===== config.mk =====
export PLATFORM = sky130hd
export DESIGN_NAME = nps_ctrl
export DESIGN_NICKNAME = d
export VERILOG_FILES = /design/src/rtl/nps_pkg.sv /design/src/rtl/nps_ctrl.sv
export SDC_FILE = /design/constraint.sdc
export NUM_CORES = 1
export LEC_CHECK = 0
export BUFFER_PORTS_ARGS = -buffer_cell sky130_fd_sc_hd__clkbuf_2
export CAP_MARGIN = 10
export CELL_PAD_IN_SITES_DETAIL_PLACEMENT = 1
export CELL_PAD_IN_SITES_GLOBAL_PLACEMENT = 2
export CORE_UTILIZATION = 22
export DETAILED_ROUTE_END_ITERATION = 6
export PLACE_DENSITY = 0.8
export SYNTH_ARGS = -nofsm -noshare
export SYNTH_HDL_FRONTEND = slang
export SYNTH_SLANG_ARGS = --single-unit

===== constraint.sdc =====
create_clock -name clk -period 1.5 [get_ports clk]
set_input_delay 0.225 -clock clk [delete_from_list [all_inputs] [get_ports clk]]
set_output_delay 0.225 -clock clk [all_outputs]
set_load 0.005 [all_outputs]

===== src/rtl/nps_pkg.sv =====
`timescale 1ns / 1ps
package nps_pkg;

	localparam int SIEVE_DEPTH     = 4096;
	localparam int PRIME_FIELD_MAX = 16383;

	localparam int PIDX_W = 11;
	localparam int PV_W   = 14;
	localparam int IDX_W  = $clog2(SIEVE_DEPTH);
	// odd value 2*i+3 and strike address up to 3*depth
	localparam int VAL_W  = IDX_W + 2;
	localparam int J_W    = IDX_W + 2;
	localparam int CMP_W  = (VAL_W > PV_W) ? VAL_W : PV_W;

	typedef enum logic [2:0] {
		ST_IDLE,
		ST_CLEAR,
		ST_SCAN_RD,
		ST_SCAN_CHK,
		ST_STRIKE,
		ST_DELIVER
	} nps_state_t;

	typedef enum logic [1:0] {
		PEND_TWO,
		PEND_FOUND,
		PEND_OVF
	} nps_pend_t;

	typedef struct packed {
		logic      wanted_load;
		logic      idx_clr;
		logic      idx_inc;
		logic      pos_init;
		logic      pos_inc;
		logic      clr_wr;
		logic      strike_start;
		logic      strike_wr;
		logic      pend_load;
		nps_pend_t pend_sel;
		logic      out_load;
	} nps_cmd_t;

	typedef struct packed {
		logic in_zero;
		logic idx_last;
		logic flag_set;
		logic pos_hit;
		logic strike_done;
		logic out_busy;
	} nps_sts_t;

endpackage


===== src/rtl/nps_ctrl.sv =====
`timescale 1ns / 1ps
module nps_ctrl
	import nps_pkg::*;
(
	input  logic     clk,
	input  logic     arst_n,
	input  logic     in_valid,
	input  nps_sts_t sts,
	output nps_cmd_t cmd,
	output logic     in_stall
);

	nps_state_t state_q;
	nps_state_t state_d;

	always_ff @(posedge clk or negedge arst_n) begin
		if (!arst_n) begin
			state_q <= ST_IDLE;
		end else begin
			state_q <= state_d;
		end
	end

	always_comb begin
		state_d  = state_q;
		cmd      = '0;
		cmd.pend_sel = PEND_TWO;
		in_stall = (state_q != ST_IDLE);
		unique case (state_q)
			ST_IDLE: begin
				if (in_valid) begin
					cmd.wanted_load = 1'b1;
					if (sts.in_zero) begin
						cmd.pend_load = 1'b1;
						cmd.pend_sel  = PEND_TWO;
						state_d       = ST_DELIVER;
					end else begin
						cmd.idx_clr = 1'b1;
						state_d     = ST_CLEAR;
					end
				end
			end
			ST_CLEAR: begin
				cmd.clr_wr = 1'b1;
				if (sts.idx_last) begin
					cmd.idx_clr  = 1'b1;
					cmd.pos_init = 1'b1;
					state_d      = ST_SCAN_RD;
				end else begin
					cmd.idx_inc = 1'b1;
				end
			end
			ST_SCAN_RD: begin
				state_d = ST_SCAN_CHK;
			end
			ST_SCAN_CHK: begin
				if (sts.flag_set) begin
					if (sts.pos_hit) begin
						cmd.pend_load = 1'b1;
						cmd.pend_sel  = PEND_FOUND;
						state_d       = ST_DELIVER;
					end else begin
						cmd.strike_start = 1'b1;
						state_d          = ST_STRIKE;
					end
				end else if (sts.idx_last) begin
					cmd.pend_load = 1'b1;
					cmd.pend_sel  = PEND_OVF;
					state_d       = ST_DELIVER;
				end else begin
					cmd.idx_inc = 1'b1;
					state_d     = ST_SCAN_RD;
				end
			end
			ST_STRIKE: begin
				if (!sts.strike_done) begin
					cmd.strike_wr = 1'b1;
				end else if (sts.idx_last) begin
					cmd.pend_load = 1'b1;
					cmd.pend_sel  = PEND_OVF;
					state_d       = ST_DELIVER;
				end else begin
					cmd.idx_inc = 1'b1;
					cmd.pos_inc = 1'b1;
					state_d     = ST_SCAN_RD;
				end
			end
			ST_DELIVER: begin
				if (!sts.out_busy) begin
					cmd.out_load = 1'b1;
					state_d      = ST_IDLE;
				end
			end
			default: begin
				state_d = ST_IDLE;
			end
		endcase
	end

endmodule


== After elaboration in Yosys (flattened, before gate mapping) ==
Cells that the tools add are included.

* Memories: 0
* Memory bits (read-only): 0
* Bits in latches: 0
* Output and inout port bits: 13
* Bits in writable memories: 0
* Logic and storage cells: 48
* Bits in registers: 3

* Divide/modulo/power cells: 0
* Muxes and demuxes: 35
* Bitwise logic cells: 0
* Equality and inequality tests: 9
* Add/sub/neg operators: 0
* Reduce and logical (&&, ||, !) cells: 3
* Multiply operators: 0
* $lt $le $gt $ge: 0
* Shift operators: 0

{| class="wikitable"
|+ Operator list
! kind !! count
|-
| $mux W3 || 13
|-
| $pmux W3 S6 || 1
|-
| $mux W1 || 17
|-
| $pmux W3 S3 || 1
|-
| $ne A2 B2 Y1 const B || 4
|-
| $eq A3 B2 Y1 const B || 2
|-
| $eq A3 B3 Y1 const B || 2
|-
| $reduce_and A4 Y1 || 1
|-
| $eq A3 B1 Y1 const B || 1
|-
| $logic_not A3 Y1 || 1
|-
| $pmux W1 S3 || 1
|-
| $reduce_bool A3 Y1 || 1
|-
| $mux W2 || 1
|-
| $pmux W1 S2 || 1
|}

== Longest topological paths before layout ==
Gate-level depths: netlist (run 1).

* Depth in word-level cells: 3
* Depth in mapped cells: 4
* Depth with buffers taken out: 3

== Worst setup path before layout (run 1) ==
Ideal clock, no wire load.

* Path kind: reg-to-output
* From: register state_q[2]
* To: output cmd[3] (netlist name)
* Slack: 194 ps
* Arrival: 1081 ps
* Path buffers: 1
* Cell stages (with the launch flop): 5
* Path through: dfrtp_1 > buf_4 > and4bb_1 > o21a_1 > a211o_1

{| class="wikitable"
|+ RTL lines
! element !! RTL line !! RTL
|-
| start: declaration || nps_ctrl.sv:13 || <nowiki>nps_state_t state_q;</nowiki>
|-
| start signal: assignment || nps_ctrl.sv:20 || <nowiki>state_q <= state_d;</nowiki>
|-
| end: declaration || nps_ctrl.sv:9 || <nowiki>output nps_cmd_t cmd,</nowiki>
|}

==> results of run 1 <==
==> layout make-up <==
cell class,instances,area (um^2),area share
clock buffers,4,26.28,0.03875
inverters,2,7.507,0.01107
multi-input cells,43,329.1,0.4852
flip-flops and latches,3,78.83,0.1162
well taps,25,31.28,0.04613
repair buffers,33,205.2,0.3026
==> power by group <==
| part | leakage, nW | total [mW] | internal (mW) | switching [mW] |
|---|---|---|---|---|
| combinational | 0.303 | 0.788 | 0.451 | 0.337 |
| clock | 0.0150 | 0.146 | 0.100 | 0.0460 |
| sequential | 0.0335 | 0.188 | 0.125 | 0.0625 |
==> per-stage QoR <==
| step | utilization | TNS [ns] |
|---|---|---|
| 2_1_floorplan | - | 0 |
| 3_3_place_gp | 0.3262 | 0 |
| 3_5_place_dp | 0.3262 | 0 |
| 4_1_cts | 0.3692 | -0.3858 |
| 5_1_grt | 0.3885 | -0.8011 |
| 6_report | 0.3885 | -0.3476 |
==> synthesized netlist by cell type, types with 2 or more instances <==
| cell type | n |
|---|---|
| dfrtp_1 | 3 |
| inv_1 | 2 |
| a21o_1 | 2 |
| buf_2 | 2 |
| nor2b_1 | 2 |
| mux2i_1 | 2 |
| and3b_1 | 2 |
| nor2_1 | 4 |
| nand2b_1 | 2 |
| nor4bb_1 | 2 |
| buf_4 | 2 |
| nand2_1 | 4 |
| o21a_1 | 2 |
| o21ai_1 | 3 |
| a211o_1 | 2 |
==> cells by family after synthesis <==
group | after synthesis | share of synthesized area
simple gates | 25 | 0.4000
flops | 3 | 0.1818
compound gates | 15 | 0.2636
buf+inv | 6 | 0.07878
mux | 3 | 0.07576
==> cells in the final DEF, fill, tap and decap left out, types with 3 or more instances in the layout <==
cell / n
clkbuf_2: 19
buf_4: 9
nor2_1: 4
nand2_1: 3
o21ai_1: 3
clkbuf_4: 3
dfrtp_2: 3
==> worst max-delay path: cells and delay by family (launching register included) <==
kind / cells / cell delay (ns)
AOI/OAI and AO/OA: 1 / 0.26
DFF: 1 / 0.44
and+or+nand+nor: 2 / 0.38
buffers and inverters: 1 / 0.11
==> routing by layer <==
layer	track usage	wire length [um]
met1	0.1898	617
met2	0.2406	728
met3	0.02400	31
met4	0.1091	28
met5	0	0
==> timing repair <==
action	4_1_cts	5_1_grt
hold buffers	1	0
pin swaps	9	0
hold endpoints to repair	3	0
buffers inserted	3	2
endpoints found under the setup margin	4	10
cloned	0	0
resized for setup	5	9
==> final timing paths <==
path | startpoint | end | slack, ns | cells past startpoint
max | state_q[0] | cmd[3] | -0.14 | 4
min | arst_n | state_q[0] | 0.32 | 2
max reg2reg | state_q[0] | state_q[2] | 0.15 | 5
min reg2reg | state_q[1] | state_q[2] | 0.76 | 2
max in group asynchronous | arst_n | state_q[2] | 1.05 | 2
min in group clk | sts[5] | state_q[2] | 0.35 | 3
==> run metrics, run 1 <==
longest individual stage delay on the worst path around 0.44 ns; area fraction of the dominant cell type after synthesis 0.1818; dpl cell area approximately 570 um^2; startpoint types flip-flop; maximum fanout along the worst path 6; worst-case hold slack approximately 0.32 ns; period utilization 1.093; number of non-filler instances in the completed layout 110; type of the worst min-delay path primary input to asynchronous set/reset pin; Pwr Density about 1700 nW/um^2; DR WL/cell roughly 13 um; placed cell count 100; row count 15; Antenna diodes 0; result of the run finished with violations; critical path class flip-flop to primary output; leading registers by flop count state_q (3); I/O pins 22; number of max-slew violations in the final report 0; initial antenna violation count 0; final setup slack of the worst path -0.1394 ns; initial DRC count 5; initial core utilization 0.2366; port bufs 21; number of nets produced by synthesis 61; pin count of the biggest net entering global routing 12; vias per cell about 4.6; depth of the CTS H-tree 1; violations in the final reports negative setup slack; Mapped Cells 52; post-layout min period around 1.6 ns; biggest area contributors in the synthesized netlist dfrtp_1, mux2i_1, nor4bb_1; fraction of final layout cells with drive strength greater than 1 0.5294; share of the yosys chip area belonging to registers 0.1818; floorplan die height approximately 45 um; GP Congestion between 0.7 and 0.8; length of the first detailed-routing pass in iterations 4; Die X ~45 um; Syn Std Cell Area around 410 um^2; number of flip-flops and latches in the synthesized netlist 3; Post-Route Skew roughly 0.0046 ns; DRC violations left 0; Peak supply drop about 0.61 mV; worst setup slack after placement roughly 0.065 ns; clock tree buffer depth 2; residual overflow from global routing 0; first-pass GRT wire length approximately 2200 um; max FFs per register 3; GRT Resource Usage Total 0.1534; clock latency on the worst-skew pair 0.24 ns; Final HPWL DP 1036 um; Worst-path clk slew around 0.040 ns; remaining antenna violation count after routing 0; DR vias 506; Clock Sink Count 3; share of flip-flops with an asynchronous set or reset 1.000; Slew @ Worst Pin 0.2479 ns; vias in the first global route roughly 480; final standard cell area without fillers roughly 680 um^2; normalized max-slew margin 0.8325; most instantiated flip-flop cell in the synthesis netlist dfrtp_1; data arrival time of the critical path 1.41 ns; placeable core region about 1700 um^2; number of endpoints failing setup at the final stage 6; largest area contributor in the synthesized netlist dfrtp_1; achievable frequency 0.6100 GHz; RSZ-0062 raised after global routing yes; root buf cell clkbuf_4; Top reg by flops state_q; number of distinct library cells after synthesis 31; fill cell instance count of the final layout approximately 240; clock tree from TritonCTS built; growth of design area from synthesis to finish 64.24%; number of enable-type register cells in the synthesized netlist 0; worst-path cell chain and3b_2 > and3_4 > a211o_1 > clkbuf_2; endpoint required time on the critical path roughly 1.3 ns; syn_area_per_cell 7.940 um^2; Crit-path slowest cell dfrtp_2; max-cap violation count 0; floorplan die area between 2000 and 2500 um^2; yosys warns 0; cts bufs inserted 3; DRT Wirelength ~1400 um; Leakage Power roughly 0.35 nW; Worst setup EP type primary output; total power approximately 1.1 mW; number of endpoints with negative hold slack in the final report 0; post-layout net count 95
Power figures use the tool's default switching activity.
==> run 2, diff against run 1 <==
- CORE_UTILIZATION: 22 -> 23
- CTS_BUF_LIST: unset -> sky130_fd_sc_hd__clkbuf_8
- PLACE_DENSITY: 0.8 -> 0.83
==> run 2 against run 1 <==
The run still ends with negative setup slack left. Total power is 12% higher. Maximum frequency up 1.3%. Hold slack better by 0.047 ns. Wire length rose by 5.8%. Non-clock buffer count is 1 higher. First-iteration DRC count decreased by 40%. Global-route usage hardly changed. Die area shrank 4.1%. Core utilization rose by 6.1 points. Final area rose by 5.7%. Critical endpoint unchanged.
==> run metrics, run 2 (synthesized netlist as in run 1, its figures left out) <==
Worst setup EP type primary output; floorplan die area 1969 um^2 (-4.1%); number of endpoints failing setup at the final stage 6 (unchanged); final setup slack of the worst path -0.1177 ns (+0.02173 ns); pin count of the biggest net entering global routing 11 (-1); clock tree buffer depth 2 (unchanged); initial antenna violation count 0 (unchanged); post-layout min period 1.618 ns (-0.02173 ns); post-layout net count 96 (+1.1%); normalized max-slew margin 0.8296 (-0.002889); DRC violations left 0 (unchanged); violations in the final reports negative setup slack; most frequent cells in the layout clkbuf_2, buf_4, nor2_1, nand2_1, buf_6; max FFs per register 3 (unchanged); endpoint required time on the critical path 1.27 ns (about the same); I/O pins 22 (unchanged); Top reg by flops state_q; total power 1.259 mW (+12%); fill cell instance count of the final layout 192 (-19%); Peak supply drop 0.9544 mV (+56%); path depth of the worst reg2reg path 6 (+1); achievable frequency 0.6182 GHz (+1.3%); vias per cell 4.718 (+2.6%); max-cap violation count 0 (unchanged); number of endpoints with negative hold slack in the final report 0 (unchanged); placeable core region 1594 um^2 (-8.7%); clock latency on the worst-skew pair 0.21 ns (-0.03 ns); clock tree from TritonCTS built; Clock Sink Count 3 (unchanged); RSZ-0062 raised after global routing yes; vias in the first global route 470 (-2.3%); fraction of final layout cells with drive strength greater than 1 0.5233 (-0.006156); setup total negative slack -0.3915 ns (-0.04394 ns); flop-to-flop setup slack 0.01 ns (-0.14 ns); port bufs 21 (unchanged); multi-input gate area in the final layout 332.8 um^2 (+1.1%); capturing point of the worst reg2reg path state_q[0]; reg-to-reg startpoint state_q[1]; DR vias 519 (+2.6%); number of max-slew violations in the final report 0 (unchanged); Final HPWL DP 1003 um (-3.1%); result of the run finished with violations; Post-Route Skew 0.0005250 ns (-0.004094 ns); initial DRC count 3 (-2); period utilization 1.078 (-0.01449); GP Congestion 0.7811 (+5.9%); number of non-filler instances in the completed layout 110 (unchanged); DR WL/cell 13.53 um (+5.8%); maximum fanout along the worst path 6 (unchanged); first-pass GRT wire length 2228 um (+3.5%); remaining antenna violation count after routing 0 (unchanged); worst setup slack after placement 0.02225 ns (-0.04236 ns); type of the worst min-delay path primary input to asynchronous set/reset pin; data arrival time of the critical path 1.39 ns (-0.02 ns); startpoint types flip-flop; Pwr Density 1756 nW/um^2 (+6.1%); worst-case hold slack 0.3680 ns (+0.04721 ns); growth of design area from synthesis to finish 73.64%; row count 14 (-1); Die X 44.37 um (-2.1%); leading registers by flop count state_q (3); floorplan die height 44.37 um (-2.1%); Sequential Area 78.83 um^2 (unchanged); GRT Resource Usage Total 0.1531 (-0.0003299); placed cell count 100 (unchanged); cts bufs inserted 3 (unchanged); root buf cell clkbuf_8; initial core utilization 0.2590 (+0.02247); Slew @ Worst Pin 0.2522 ns (+0.004276 ns); depth of the CTS H-tree 1 (unchanged); most common cell after layout, fill and taps aside clkbuf_2; DRT Wirelength 1488 um (+5.8%); residual overflow from global routing 0 (unchanged); Antenna diodes 0 (unchanged); Leakage Power 0.3707 nW (+5.5%); critical path class flip-flop to primary output; Worst-path clk slew 0.03 ns (about the same); length of the first detailed-routing pass in iterations 2 (-2)
==> run 2: cell count changes in the layout (fill, tap and decap cells not counted), sizes merged <==
cell	before	now
buf	13	14
inv	2	3
clkbuf	23	22
==> run 2: routing by layer <==
metal,part of all wire,vias up,global-route usage,wire length (um)
li1,-,259,-,-
met1,0.46,243,0.2079,687
met2,0.50,15,0.2529,742
met3,0.033,2,0.02449,49
met4,0.0060,0,0.03636,9
met5,0,-,0,0
==> run 2: through the flow <==
stage | area [um^2] | util
2_1_floorplan | 412.9 | -
3_3_place_gp | 575.6 | 0.3611
3_5_place_dp | 575.6 | 0.3611
4_1_cts | 685.7 | 0.4301
5_1_grt | 716.9 | 0.4498
6_report | 716.9 | 0.4498
==> run 2: what timing repair did <==
action,in CTS,in global routing
setup buffers,5,1
gates resized for setup,9,6
endpoints found under the setup margin,5,8
hold endpoints to repair,3,0
hold buffers,1,0
pin swaps,8,0
==> run 2: area by class of cell <==
class                           instances  area share
Multi-Input combinational cell         43      0.4642
Timing Repair Buffer                   34      0.3106
Sequential cell                         3      0.1099
Clock buffer                            3     0.05759
Tap cell                               24     0.04188
Inverter                                2     0.01047
Clock inverter                          1    0.005236
==> run 2: worst max-delay path: stages (launching register included) <==
cell,delay (ns)
dfrtp_2,0.44
and4bb_1,0.23
o21a_1,0.18
a211o_1,0.22
clkbuf_2,0.11
==> run 2: report_power, final <==
part | internal [mW] | switching, mW
logic | 0.477 | 0.358
registers | 0.126 | 0.0705
clock network | 0.174 | 0.0531
total | 0.777 | 0.482
==> run 2: worst max-delay path by stage <==
stage | end | slack [ns] | start
floorplan | cmd[3] | 0.19 | state_q[2]
global placement | cmd[3] | 0.07 | state_q[2]
detailed placement | cmd[3] | 0.02 | state_q[2]
CTS | cmd[3] | -0.11 | state_q[0]
global route | cmd[3] | -0.18 | state_q[0]
finish | cmd[3] | -0.12 | state_q[1]
==> run 3, diff against run 2 <==
- CELL_PAD_IN_SITES_GLOBAL_PLACEMENT: 2 -> 1
- CORE_UTILIZATION: 23 -> 31
- PLACE_DENSITY: 0.83 -> 0.85
- clock period: 1.5 -> 1.85 ns (I/O delays scaled with it)
==> run 3 against run 2 <==
The flow now finishes without violations. Final area shrank 19%. Sequential power shrank 4%. Global-route usage increased by 6.4 points. Core utilization rose by 4.8 points. Total power decreased by 34%. Via count fell by 6.0%. Critical path depth unchanged. Final cell count down 18%. Hold slack improved by 0.025 ns. Combinational power fell by 45%. Clock skew increased by 0.00087 ns. Critical endpoint unchanged. Largest cell class unchanged.
==> run metrics, run 3 (synthesized netlist as in run 1, its figures left out) <==
Slew @ Worst Pin 0.3235 ns (+0.07128 ns); DRT Wirelength 1371 um (-7.9%); cell type group with the largest total delay on the critical path flip-flops; residual overflow from global routing 0 (unchanged); max-cap violation count 0 (unchanged); clock latency on the worst-skew pair 0.21 ns (about the same); result of the run completed; Pwr Density 1425 nW/um^2 (-19%); Top reg by flops state_q; Worst-path clk slew 0.03 ns (about the same); root buf cell clkbuf_8; most frequent cells in the layout clkbuf_2, nor2_1, nand2_1; DR WL/cell 15.23 um (+13%); first-pass GRT wire length 2173 um (-2.5%); clock tree buffer depth 2 (unchanged); worst-path cell chain and4bb_1 > o21a_1 > a211o_1 > clkbuf_2; GRT Resource Usage Total 0.2168 (+0.06370); clock tree from TritonCTS built; data arrival time of the critical path 1.49 ns (+0.10 ns); RSZ-0062 raised after global routing no; setup total negative slack 0 ns (+0.3915 ns); flop-to-flop setup slack 0.51 ns (+0.50 ns); start point of the critical path state_q[0]; depth of the CTS H-tree 1 (unchanged); leading registers by flop count state_q (3); I/O pins 22 (unchanged); floorplan die height 38.50 um (-13%); placeable core region 1171 um^2 (-27%); GP Congestion 0.7347 (-5.9%); Die X 38.50 um (-13%); fill cell instance count of the final layout 154 (-20%); final standard cell area without fillers 583.1 um^2 (-19%); reg-to-reg startpoint state_q[2]; Leakage Power 0.3132 nW (-16%); number of endpoints with negative hold slack in the final report 0 (unchanged); pin count of the biggest net entering global routing 16 (+5); max FFs per register 3 (unchanged); startpoint types flip-flop; period utilization 0.9573; remaining antenna violation count after routing 0 (unchanged); Crit path buffers/inverters 1 (unchanged); initial core utilization 0.3526 (+0.09354); post-layout net count 86 (-10%); maximum fanout along the worst path 15 (+9); port bufs 21 (unchanged); Crit-path slowest cell dfrtp_2; Post-CTS Repair Setup Buffers 0 (-5); longest individual stage delay on the worst path 0.49 ns (+0.05 ns); Worst setup EP type primary output; achievable frequency around 0.56 GHz; normalized max-slew margin 0.7837 (-0.04590); post-layout min period approximately 1.8 ns; endpoint required time on the critical path 1.57 ns (+0.30 ns); floorplan die area 1482 um^2 (-25%); cts bufs inserted 3 (unchanged); critical path class flip-flop to primary output; number of max-slew violations in the final report 0 (unchanged); Antenna diodes 0 (unchanged); Clock Sink Count 3 (unchanged); row count 12 (-2); total power 830.6 uW (-34%); number of endpoints failing setup at the final stage 0 (-6); initial DRC count 8 (+5); vias per cell 5.422 (+15%); vias in the first global route 464 (-1.3%); growth of design area from synthesis to finish 41.21%; Post-Route Skew 0.001393 ns (+0.0008681 ns); most common cell after layout, fill and taps aside clkbuf_2; fraction of final layout cells with drive strength greater than 1 0.3947 (-0.1285); initial antenna violation count 0 (unchanged); type of the worst min-delay path primary input to asynchronous set/reset pin; Peak supply drop 0.7889 mV (-17%); DR vias 488 (-6.0%); DRC violations left 0 (unchanged); Final HPWL DP 971 um (-3.2%); length of the first detailed-routing pass in iterations 4 (+2); dpl cell area 525.5 um^2 (-8.7%)
[run 3: cell count changes in the layout (fill, tap and decap cells not counted), sizes merged]
cell	before	now
buf	14	2
clkbuf	22	24
[run 3: final timing paths]
| check | endpoint | cells past startpoint |
|---|---|---|
| max | cmd[3] | 4 |
| min reg2reg | state_q[0] | 1 |
| min | state_q[2] | 2 |
| max in group asynchronous | state_q[0] | 2 |
| max reg2reg | state_q[0] | 4 |
| min in group clk | state_q[1] | 3 |
[run 3: report_power, final]
part,internal [mW],switching [mW]
clock,0.141,0.0404
sequential,0.0999,0.0877
combinational,0.243,0.219
[run 3: repair_timing]
action | 4_1_cts | 5_1_grt
endpoints found under the setup margin | 1 | 2
endpoints found under the hold margin | 3 | 0
hold buffers | 1 | 0
resized for setup | 1 | 1
[run 3: layer usage]
metal	track usage	part of all wire
met5	0	0
met4	0.1034	0.031
met3	0.05233	0.042
met2	0.3542	0.50
met1	0.2613	0.43
[run 3: cell type report]
| cell class | instances | area, um^2 | share of cell area |
|---|---|---|---|
| clock buffers | 3 | 41.29 | 0.07082 |
| well taps | 14 | 17.52 | 0.03004 |
| repair buffers | 24 | 130.1 | 0.2232 |
| clock inverters | 1 | 3.754 | 0.006438 |
| multi-input cells | 43 | 305.3 | 0.5236 |
| inverters | 2 | 7.507 | 0.01288 |
| flip-flops and latches | 3 | 77.57 | 0.1330 |
[run 3: stage by stage]
stage          std cells  utilization  hold slack (ns)  setup slack (ns)
2_1_floorplan         52            -         -0.01809            0.4910
3_3_place_gp          85       0.4487          0.07346            0.2528
3_5_place_dp          85       0.4487          0.07900            0.2155
4_1_cts               90       0.4968           0.3939           0.02456
5_1_grt               90       0.4979           0.4178         0.0004912
6_report              90       0.4979           0.3928           0.07891
